**config.mk**
```make
export PLATFORM = sky130hd
export DESIGN_NAME = md5_digest_engine_flat
export DESIGN_NICKNAME = d
export VERILOG_FILES = /design/src/design/md5_pkg.sv /design/src/design/md5_if.sv /design/src/design/md5_digest_engine.sv /design/src/design/md5_round.sv /design/src/flat_wrapper.sv
export SDC_FILE = /design/constraint.sdc
export NUM_CORES = 2
export LEC_CHECK = 0
export BUFFER_PORTS_ARGS = -buffer_cell sky130_fd_sc_hd__buf_2
export CORE_MARGIN = 2
export CORE_UTILIZATION = 60
export DETAILED_ROUTE_END_ITERATION = 7
export GPL_ROUTABILITY_DRIVEN = 0
export PLACE_DENSITY = 0.8
export SYNTH_ARGS = -nofsm -noshare
export SYNTH_HDL_FRONTEND = slang
export SYNTH_HIERARCHICAL = 1
export SYNTH_SLANG_ARGS = --single-unit
```
**constraint.sdc**
```tcl
create_clock -name clk -period 29.7 [get_ports clk]
set_clock_uncertainty 0.1 [all_clocks]
set_input_delay 2.97 -clock clk [delete_from_list [all_inputs] [get_ports clk]]
set_output_delay 2.97 -clock clk [all_outputs]
set_load 0.005 [all_outputs]
```
**src/design/md5_pkg.sv**
```systemverilog
`timescale 1ns / 1ps
// ----------------------------------------------------------------------------
// MD5 package
// Step constants, rotation amounts and the initial vector of the MD5 core.
// ----------------------------------------------------------------------------
package md5_pkg;

  localparam logic [31:0] IV_A = 32'h67452301;
  localparam logic [31:0] IV_B = 32'hEFCDAB89;
  localparam logic [31:0] IV_C = 32'h98BADCFE;
  localparam logic [31:0] IV_D = 32'h10325476;
  localparam logic [7:0]  PAD_BYTE = 8'h80;

  typedef logic [31:0] word_t;

  function automatic word_t sine_k(input logic [5:0] i);
    word_t k;
    case (i)
      6'd0:  k = 32'hd76aa478; 6'd1:  k = 32'he8c7b756; 6'd2:  k = 32'h242070db;
      6'd3:  k = 32'hc1bdceee; 6'd4:  k = 32'hf57c0faf; 6'd5:  k = 32'h4787c62a;
      6'd6:  k = 32'ha8304613; 6'd7:  k = 32'hfd469501; 6'd8:  k = 32'h698098d8;
      6'd9:  k = 32'h8b44f7af; 6'd10: k = 32'hffff5bb1; 6'd11: k = 32'h895cd7be;
      6'd12: k = 32'h6b901122; 6'd13: k = 32'hfd987193; 6'd14: k = 32'ha679438e;
      6'd15: k = 32'h49b40821; 6'd16: k = 32'hf61e2562; 6'd17: k = 32'hc040b340;
      6'd18: k = 32'h265e5a51; 6'd19: k = 32'he9b6c7aa; 6'd20: k = 32'hd62f105d;
      6'd21: k = 32'h02441453; 6'd22: k = 32'hd8a1e681; 6'd23: k = 32'he7d3fbc8;
      6'd24: k = 32'h21e1cde6; 6'd25: k = 32'hc33707d6; 6'd26: k = 32'hf4d50d87;
      6'd27: k = 32'h455a14ed; 6'd28: k = 32'ha9e3e905; 6'd29: k = 32'hfcefa3f8;
      6'd30: k = 32'h676f02d9; 6'd31: k = 32'h8d2a4c8a; 6'd32: k = 32'hfffa3942;
      6'd33: k = 32'h8771f681; 6'd34: k = 32'h6d9d6122; 6'd35: k = 32'hfde5380c;
      6'd36: k = 32'ha4beea44; 6'd37: k = 32'h4bdecfa9; 6'd38: k = 32'hf6bb4b60;
      6'd39: k = 32'hbebfbc70; 6'd40: k = 32'h289b7ec6; 6'd41: k = 32'heaa127fa;
      6'd42: k = 32'hd4ef3085; 6'd43: k = 32'h04881d05; 6'd44: k = 32'hd9d4d039;
      6'd45: k = 32'he6db99e5; 6'd46: k = 32'h1fa27cf8; 6'd47: k = 32'hc4ac5665;
      6'd48: k = 32'hf4292244; 6'd49: k = 32'h432aff97; 6'd50: k = 32'hab9423a7;
      6'd51: k = 32'hfc93a039; 6'd52: k = 32'h655b59c3; 6'd53: k = 32'h8f0ccc92;
      6'd54: k = 32'hffeff47d; 6'd55: k = 32'h85845dd1; 6'd56: k = 32'h6fa87e4f;
      6'd57: k = 32'hfe2ce6e0; 6'd58: k = 32'ha3014314; 6'd59: k = 32'h4e0811a1;
      6'd60: k = 32'hf7537e82; 6'd61: k = 32'hbd3af235; 6'd62: k = 32'h2ad7d2bb;
      default: k = 32'heb86d391;
    endcase
    return k;
  endfunction

  function automatic logic [4:0] rot_s(input logic [5:0] i);
    logic [4:0] s;
    case ({i[5:4], i[1:0]})
      4'd0: s = 5'd7;   4'd1: s = 5'd12;  4'd2: s = 5'd17;  4'd3: s = 5'd22;
      4'd4: s = 5'd5;   4'd5: s = 5'd9;   4'd6: s = 5'd14;  4'd7: s = 5'd20;
      4'd8: s = 5'd4;   4'd9: s = 5'd11;  4'd10: s = 5'd16; 4'd11: s = 5'd23;
      4'd12: s = 5'd6;  4'd13: s = 5'd10; 4'd14: s = 5'd15;
      default: s = 5'd21;
    endcase
    return s;
  endfunction

endpackage

```
**src/design/md5_if.sv**
```systemverilog
`timescale 1ns / 1ps
// ----------------------------------------------------------------------------
// MD5 channel interfaces
// Valid/ready channels for message words and digest words.
// ----------------------------------------------------------------------------
interface md5_in_if;
  logic        valid;
  logic        ready;
  logic [31:0] data_word;
  logic [2:0]  valid_bytes;
  logic        end_of_message;
  modport source (output valid, data_word, valid_bytes, end_of_message, input ready);
  modport sink   (input valid, data_word, valid_bytes, end_of_message, output ready);
endinterface

interface md5_out_if;
  logic        valid;
  logic        ready;
  logic [31:0] digest_word;
  logic [1:0]  word_index;
  logic        last_word;
  modport source (output valid, digest_word, word_index, last_word, input ready);
  modport sink   (input valid, digest_word, word_index, last_word, output ready);
endinterface

```
**src/design/md5_digest_engine.sv**
```systemverilog
`timescale 1ns / 1ps
// ----------------------------------------------------------------------------
// MD5 digest engine
// Gathers message bytes into 16-word blocks, compresses, pads, emits digest.
// ----------------------------------------------------------------------------
// A beat is accepted in IDLE, its valid bytes are packed in FEED, and a
// closing FEED cycle moves on to IDLE, or to PAD after the final beat. A
// beat that fills a block runs the 64 compression steps in COMP (one step
// per cycle in one shared step unit) and then folds into the chaining value
// in FOLD. In PAD the final beat feeds padding and length one byte per
// cycle, pausing for each compression (up to two more), and then offers
// four digest beats. No new beat is accepted until the last one is done.
// Synchronous active-low reset returns the initial vector.
module md5_digest_engine
  import md5_pkg::*;
(
  input logic   clk,
  input logic   rst_n,
  md5_in_if.sink    in_ch,
  md5_out_if.source out_ch
);
  typedef enum logic [5:0] {
    S_IDLE = 6'b000001,
    S_FEED = 6'b000010,
    S_COMP = 6'b000100,
    S_FOLD = 6'b001000,
    S_PAD  = 6'b010000,
    S_OUT  = 6'b100000
  } state_t;

  state_t      state_r, state_nxt;
  word_t       cv_r [4];
  word_t       wr_r [4];
  word_t       blk_r [16];
  logic [3:0]  fill_r;
  word_t       part_r;
  logic [1:0]  pbytes_r;
  logic [63:0] len_r;
  logic [5:0]  step_r;
  word_t       data_r;
  logic [2:0]  cnt_r;     // bytes of the held beat still to pack
  logic [1:0]  bsel_r;
  logic        last_r;
  logic [3:0]  pad_r;     // 0: 0x80, 1: zeros, 2..9: length bytes
  logic [1:0]  oidx_r;
  logic [7:0]  byte_v;
  logic        push;
  logic [3:0]  g;
  word_t       b_new;

  assign in_ch.ready = (state_r == S_IDLE);
  assign out_ch.valid = (state_r == S_OUT);
  assign out_ch.digest_word = cv_r[oidx_r];
  assign out_ch.word_index = oidx_r;
  assign out_ch.last_word = (oidx_r == 2'd3);

  always_comb begin
    case (step_r[5:4])
      2'd0: g = step_r[3:0];
      2'd1: g = 4'(5 * step_r[3:0] + 1);
      2'd2: g = 4'(3 * step_r[3:0] + 5);
      default: g = 4'(7 * step_r[3:0]);
    endcase
  end

  md5_round u_round (
    .step(step_r), .a(wr_r[0]), .b(wr_r[1]), .c(wr_r[2]), .d(wr_r[3]),
    .m(blk_r[g]), .b_new(b_new)
  );

  // Next byte of the byte stream in FEED or PAD. The length counter holds
  // still during padding, so the length bytes come straight from it.
  always_comb begin
    byte_v = 8'h00;
    push = 1'b0;
    if (state_r == S_FEED && cnt_r != 3'd0) begin
      byte_v = data_r[8*bsel_r +: 8];
      push = 1'b1;
    end else if (state_r == S_PAD) begin
      push = 1'b1;
      if (pad_r == 4'd0) byte_v = PAD_BYTE;
      else if (pad_r >= 4'd2) byte_v = len_r[8*(pad_r - 4'd2) +: 8];
    end
  end

  always_comb begin
    state_nxt = state_r;
    case (state_r)
      S_IDLE: if (in_ch.valid) state_nxt = S_FEED;
      S_FEED: if (push && pbytes_r == 2'd3 && fill_r == 4'd15) state_nxt = S_COMP;
              else if (cnt_r == 3'd0) state_nxt = last_r ? S_PAD : S_IDLE;
      S_COMP: if (step_r == 6'd63) state_nxt = S_FOLD;
      S_FOLD: state_nxt = (cnt_r != 3'd0) ? S_FEED :
                          (!last_r) ? S_IDLE : (pad_r == 4'd10) ? S_OUT : S_PAD;
      S_PAD: begin
        if (pbytes_r == 2'd3 && fill_r == 4'd15) state_nxt = S_COMP;
        else if (pad_r == 4'd9) state_nxt = S_OUT;
      end
      S_OUT: if (out_ch.ready && oidx_r == 2'd3) state_nxt = S_IDLE;
      default: state_nxt = S_IDLE;
    endcase
  end

  always_ff @(posedge clk) begin
    if (!rst_n) begin
      state_r <= S_IDLE;
      cv_r[0] <= IV_A; cv_r[1] <= IV_B; cv_r[2] <= IV_C; cv_r[3] <= IV_D;
      fill_r <= '0; part_r <= '0; pbytes_r <= '0; len_r <= '0;
      step_r <= '0; cnt_r <= '0; last_r <= 1'b0; pad_r <= '0; oidx_r <= '0;
      bsel_r <= '0;
    end else begin
      state_r <= state_nxt;
      case (state_r)
        S_IDLE: if (in_ch.valid) begin
          data_r <= in_ch.data_word;
          cnt_r <= (in_ch.valid_bytes > 3'd4) ? 3'd4 : in_ch.valid_bytes;
          bsel_r <= '0;
          last_r <= in_ch.end_of_message;
          pad_r <= '0;
        end
        S_FEED: begin
          if (cnt_r != 3'd0) begin
            cnt_r <= cnt_r - 3'd1;
            bsel_r <= bsel_r + 2'd1;
            len_r <= len_r + 64'd8;
          end
        end
        S_PAD: begin
          // The 0x80 byte may itself reach 56 bytes, leaving no zero bytes.
          if (pad_r == 4'd0) pad_r <= (fill_r == 4'd13 && pbytes_r == 2'd3) ? 4'd2 : 4'd1;
          else if (pad_r == 4'd1) begin
            if (fill_r == 4'd13 && pbytes_r == 2'd3) pad_r <= 4'd2;
          end else pad_r <= pad_r + 4'd1;
        end
        S_COMP: begin
          wr_r[0] <= wr_r[3]; wr_r[3] <= wr_r[2]; wr_r[2] <= wr_r[1];
          wr_r[1] <= b_new;
          step_r <= step_r + 6'd1;
        end
        S_FOLD: begin
          for (int i = 0; i < 4; i++) cv_r[i] <= cv_r[i] + wr_r[i];
          step_r <= '0;
          if (pad_r == 4'd10) pad_r <= 4'd10;
        end
        S_OUT: if (out_ch.ready) begin
          oidx_r <= oidx_r + 2'd1;
          if (oidx_r == 2'd3) begin
            cv_r[0] <= IV_A; cv_r[1] <= IV_B; cv_r[2] <= IV_C; cv_r[3] <= IV_D;
            fill_r <= '0; part_r <= '0; pbytes_r <= '0; len_r <= '0;
            last_r <= 1'b0; pad_r <= '0;
          end
        end
        default: ;
      endcase
      if (push) begin
        if (pbytes_r == 2'd3) begin
          blk_r[fill_r] <= part_r | {byte_v, 24'h0};
          part_r <= '0;
          fill_r <= fill_r + 4'd1;
          if (fill_r == 4'd15) begin
            for (int i = 0; i < 4; i++) wr_r[i] <= cv_r[i];
          end
        end else begin
          part_r <= part_r | (word_t'(byte_v) << (8 * pbytes_r));
        end
        pbytes_r <= pbytes_r + 2'd1;
      end
    end
  end
endmodule

```
**src/design/md5_round.sv**
```systemverilog
`timescale 1ns / 1ps
// ----------------------------------------------------------------------------
// MD5 step unit
// One compression step: round function, four-way add, rotate, add b.
// ----------------------------------------------------------------------------
module md5_round
  import md5_pkg::*;
(
  input  logic [5:0] step,
  input  word_t      a,
  input  word_t      b,
  input  word_t      c,
  input  word_t      d,
  input  word_t      m,
  output word_t      b_new
);
  word_t      f;
  word_t      sum;
  word_t      rot;
  logic [4:0] s;

  always_comb begin
    case (step[5:4])
      2'd0: f = (b & c) | (~b & d);
      2'd1: f = (b & d) | (c & ~d);
      2'd2: f = b ^ c ^ d;
      default: f = c ^ (b | ~d);
    endcase
    s   = rot_s(step);
    sum = a + f + sine_k(step) + m;
    rot = (sum << s) | (sum >> (6'd32 - {1'b0, s}));
    b_new = b + rot;
  end
endmodule

```
**src/flat_wrapper.sv**
```systemverilog
// flat-port wrapper written by rule: the top's interface ports become plain ports
module md5_digest_engine_flat import md5_pkg::*;
  (clk, rst_n, in_ch_valid, in_ch_data_word, in_ch_valid_bytes, in_ch_end_of_message, in_ch_ready, out_ch_valid, out_ch_digest_word, out_ch_word_index, out_ch_last_word, out_ch_ready);
  md5_in_if in_ch_i ();
  md5_out_if out_ch_i ();
  input logic clk;
  input logic rst_n;
  input wire logic [$bits(in_ch_i.valid)-1:0] in_ch_valid;
  input wire logic [$bits(in_ch_i.data_word)-1:0] in_ch_data_word;
  input wire logic [$bits(in_ch_i.valid_bytes)-1:0] in_ch_valid_bytes;
  input wire logic [$bits(in_ch_i.end_of_message)-1:0] in_ch_end_of_message;
  output wire logic [$bits(in_ch_i.ready)-1:0] in_ch_ready;
  output wire logic [$bits(out_ch_i.valid)-1:0] out_ch_valid;
  output wire logic [$bits(out_ch_i.digest_word)-1:0] out_ch_digest_word;
  output wire logic [$bits(out_ch_i.word_index)-1:0] out_ch_word_index;
  output wire logic [$bits(out_ch_i.last_word)-1:0] out_ch_last_word;
  input wire logic [$bits(out_ch_i.ready)-1:0] out_ch_ready;
  assign in_ch_i.valid = in_ch_valid;
  assign in_ch_i.data_word = in_ch_data_word;
  assign in_ch_i.valid_bytes = in_ch_valid_bytes;
  assign in_ch_i.end_of_message = in_ch_end_of_message;
  assign in_ch_ready = in_ch_i.ready;
  assign out_ch_valid = out_ch_i.valid;
  assign out_ch_digest_word = out_ch_i.digest_word;
  assign out_ch_word_index = out_ch_i.word_index;
  assign out_ch_last_word = out_ch_i.last_word;
  assign out_ch_i.ready = out_ch_ready;
  md5_digest_engine u_core (.clk(clk), .rst_n(rst_n), .in_ch(in_ch_i), .out_ch(out_ch_i));
endmodule
```
==> metrics.yaml <==
setup.reg_to_reg.worst_slack_ns: 17.18
power_switching_w: 0.000583
routed_via_density: 6.80
post_dp_cell_area_sq_mm: 0.0583
crit_required_ns: 30.05
max_slew_margin_pct: 22.1
area_fraction_in_compound_gates_after_synthesis_pct: 15.2
grt_max_degree: 111
finalHoldViolations: 0
r2r_cells: 40
die_area_sq_mm: 0.0970
drv.max_cap_violation_count: 0
post_route_cells_drive_above_1_share_pct: 12.6
worst_r2r_startpoint: "u_core/step_r[4]"
port_buffers: 76
hold-path-cell-count: 2
worst-setup-path-type: "register to register"
clkSinkCount: 925
via_count_of_the_first_global_routing_pass: 43100
power.share.clock_pct: 45.5
finalCritPeriodShare_pct: 42.1
yosys-top-cells-area: "edfxtp_1 (39%), mux4_2 (8.5%), dfxtp_1 (6.7%)"
fmax_mhz: 79.9
io_pins: 77
finalSetupViolations: 0
holdPathEnd: "u_core/cv_r[3][15]"
synth_top_cell_by_area: "edfxtp_1"
critical_path.slowest_cell: "buf_4"
die_x_um: 311
reg2reg_to: "u_core/wr_r[1][31]"
number_of_warnings_issued_by_yosys: 6
p_seq_share_pct: 51.6
synth_adder_area_share_pct: 7.46
combPwrFrac_pct: 2.9
total_leakage_power_nw: 22.2
outcome: "complete, but fails checks"
drc: 142
fin_setup_tns_ns: 0
netSwitchingFraction_pct: 21.4
rsz_0062_raised_after_global_routing: "no"
nNetsFinal: 5634
number_of_synthesized_flops_with_an_enable_pin: 736
synth-seq-cells: 925
synth_simple_gate_area_share_pct: 13.1
xor_xnor_portion_of_the_synthesized_cell_area_pct: 4.09
finalInstanceArea_sq_mm: 0.0616
syn_nets: 5668
placeableCoreArea_sq_mm: 0.0935
violations: "design-rule violations"
areaGrowthSynthToFinish_pct: 8.55
ys_seq_area_share_pct: 45.6
hold_buffers: 0
synth_most_common_cell: "edfxtp_1"
grt_overflow_total: 0
syn_area_per_cell_sq_um: 10.6
synth_top_family_by_area: "compound AO/OA/AOI/OAI gates"
worstPathMaxFanout: 68
pre_cts_slack_ns: 17.50
cpLargestDelayFamily: "compound AO/OA/AOI/OAI gates"
setup_slack_ns: 17.18
maxSlewViolCount: 0
ant_nets: 0
crit_arrival_ns: 12.86
wire_length_of_the_first_global_routing_pass_mm: 254
global_route_usage_over_all_layers_pct: 33.8
holdCritStartpoint: "u_core/cv_r[3][15]"
grt_antenna_before_repair: 1
synth_top_area_share_pct: 39.0
cp-start-kind: "register"
post_synth_inst_count: 5332
die_height_um: 311
hold_class: "register to register"
detail_route.wl_per_cell_um: 25.2
start_util_pct: 60.7
synth.distinct_cells: 106
post_cts_resize_count: 0
dp_hpwl_mm: 111
fp-row-count: 112
critPathCaptureType: "register"
worst_pin_slew_ns: 1.16
clk_pin_slew_ns: 0.06
routed-via-count: 45100
cp_slowest_stage_delay_ns: 0.91
tritoncts: "yes"
synth_flop_cell: "edfxtp_1"
synth_area_sq_mm: 0.0567
synth.area.mux_share_pct: 11.1
detail_route.iter0.violations: 6159
clock_tree_root_buffer_cell: "clkbuf_16"
internal-power_w: 0.00214
asyncSetResetFlopFracSynth_pct: 0
insertion_delay_ns: 0.69
drt_pre_antenna_iters: 8
routed_wl_mm: 167
clock_tree.htree_level_count: 3
synth.cells.most_frequent: "edfxtp_1 (736), nand2_1 (707), nor2_1 (381)"
min_period_ns: 12.52
clk_path_buf_depth: 3
irDropWorstVdd_uv: 62.6
post_cts_buffers: 0
timing.critical_path.buf_inv: 5
cts-buffers-inserted: 93
pwr_density_cell_mw_per_mm2: 44.2
[cells by family (layout without fill, tap and decap cells)]
| group | Yosys count | in the layout |
|---|---|---|
| AOI/OAI and AO/OA | 1356 | 1356 |
| xor gates and xnor gates | 263 | 263 |
| adders and majority gates | 297 | 297 |
| buffers and inverters | 495 | 541 |
| DFF | 925 | 925 |
| muxes | 356 | 356 |
| other | 0 | 1 |
| and+or+nand+nor | 1640 | 1640 |
[cell type report]
type,instances,area (sq um)
flip-flops and latches,925,25900
clock inverters,45,587
well taps,1254,1570
diodes,1,2.50
repair buffers,147,926
clock buffers,130,2650
inverters,219,825
fillers,6900,31900
multi-input cells,3912,29100
[sequential cells by signal (all words and copies together), names as in the netlist, named ones only]
name	count
u_core/last_r	1
u_core/out_ch.word_index	2
u_core/step_r	6
u_core/wr_r	128
u_core/blk_r	512
u_core/part_r	32
u_core/cnt_r	3
u_core/pad_r	4
u_core/data_r	32
u_core/len_r	61
u_core/fill_r	4
u_core/bsel_r	2
u_core/cv_r	128
u_core/pbytes_r	2
u_core/state_r	6
[worst reg2reg max path: cells and delay by family, from the launching register on]
kind | cells | cell delay [ns]
xor+xnor | 3 | 0.71
fa+ha+maj | 4 | 1.66
flops | 1 | 0.56
compound gates | 17 | 4.48
buf+inv | 5 | 2.59
simple gates | 8 | 0.86
mux | 3 | 1.32
[routing by layer]
layer	track usage [%]	vias up	wire, um
met3	7.78	731	18900
met1	43.5	21600	61200
met5	0	-	16
met2	53.6	2993	76500
li1	-	19800	-
met4	17.6	2	10100
[worst max-delay path by stage]
| stage | startpoint | endpoint | slack [ns] | depth (start not counted) |
|---|---|---|---|---|
| 2_1_floorplan | u_core/step_r[0] | u_core/wr_r[1][31] | 19.78 | 41 |
| 3_3_place_gp | u_core/step_r[4] | u_core/wr_r[1][31] | 17.63 | 40 |
| 3_5_place_dp | u_core/step_r[4] | u_core/wr_r[1][31] | 17.50 | 40 |
| 4_1_cts | u_core/step_r[4] | u_core/wr_r[1][31] | 17.39 | 40 |
| 5_1_grt | u_core/step_r[4] | u_core/wr_r[1][31] | 16.57 | 40 |
| 6_report | u_core/step_r[4] | u_core/wr_r[1][31] | 17.18 | 40 |
[placed cells by master, fill, tap and decap left out, types with 69 or more instances in the layout]
master and count:
edfxtp_1 736, nand2_1 704, a21oi_1 375, nor2_1 366
o21ai_0 341, ha_1 227, mux4_2 213, inv_1 212
dfxtp_1 184, xnor2_1 157, nand3_1 141, o211ai_1 122
xor2_1 100, mux2i_1 97, clkbuf_16 94, a211oi_1 89
buf_2 76, nor2b_1 75, a21o_1 73, buf_4 70
nor3_1 69, fa_1 69
[power by group through the flow]
stage | Combinational [W] | Sequential (W) | Clock, W
after floorplan | 0.0000576 | 0.00143 | 0
after global placement | 0.0000747 | 0.00143 | 0
after detailed placement | 0.0000768 | 0.00143 | 0
after CTS | 0.0000775 | 0.00140 | 0.00125
after global routing | 0.0000861 | 0.00140 | 0.00130
final | 0.0000787 | 0.00140 | 0.00124
[stage by stage]
stage          hold slack [ns]  std cells  power [W]  utilization (%)
6_report                 0.396       6633    0.00272             65.9
5_1_grt                  0.430       6632    0.00279             65.9
4_1_cts                  0.395       6632    0.00273             65.9
3_3_place_gp             0.380       6457    0.00151             62.4
2_1_floorplan            0.359       5332    0.00148                -
3_5_place_dp             0.385       6457    0.00151             62.4
Note: power is estimated with default switching activity, not from simulation.
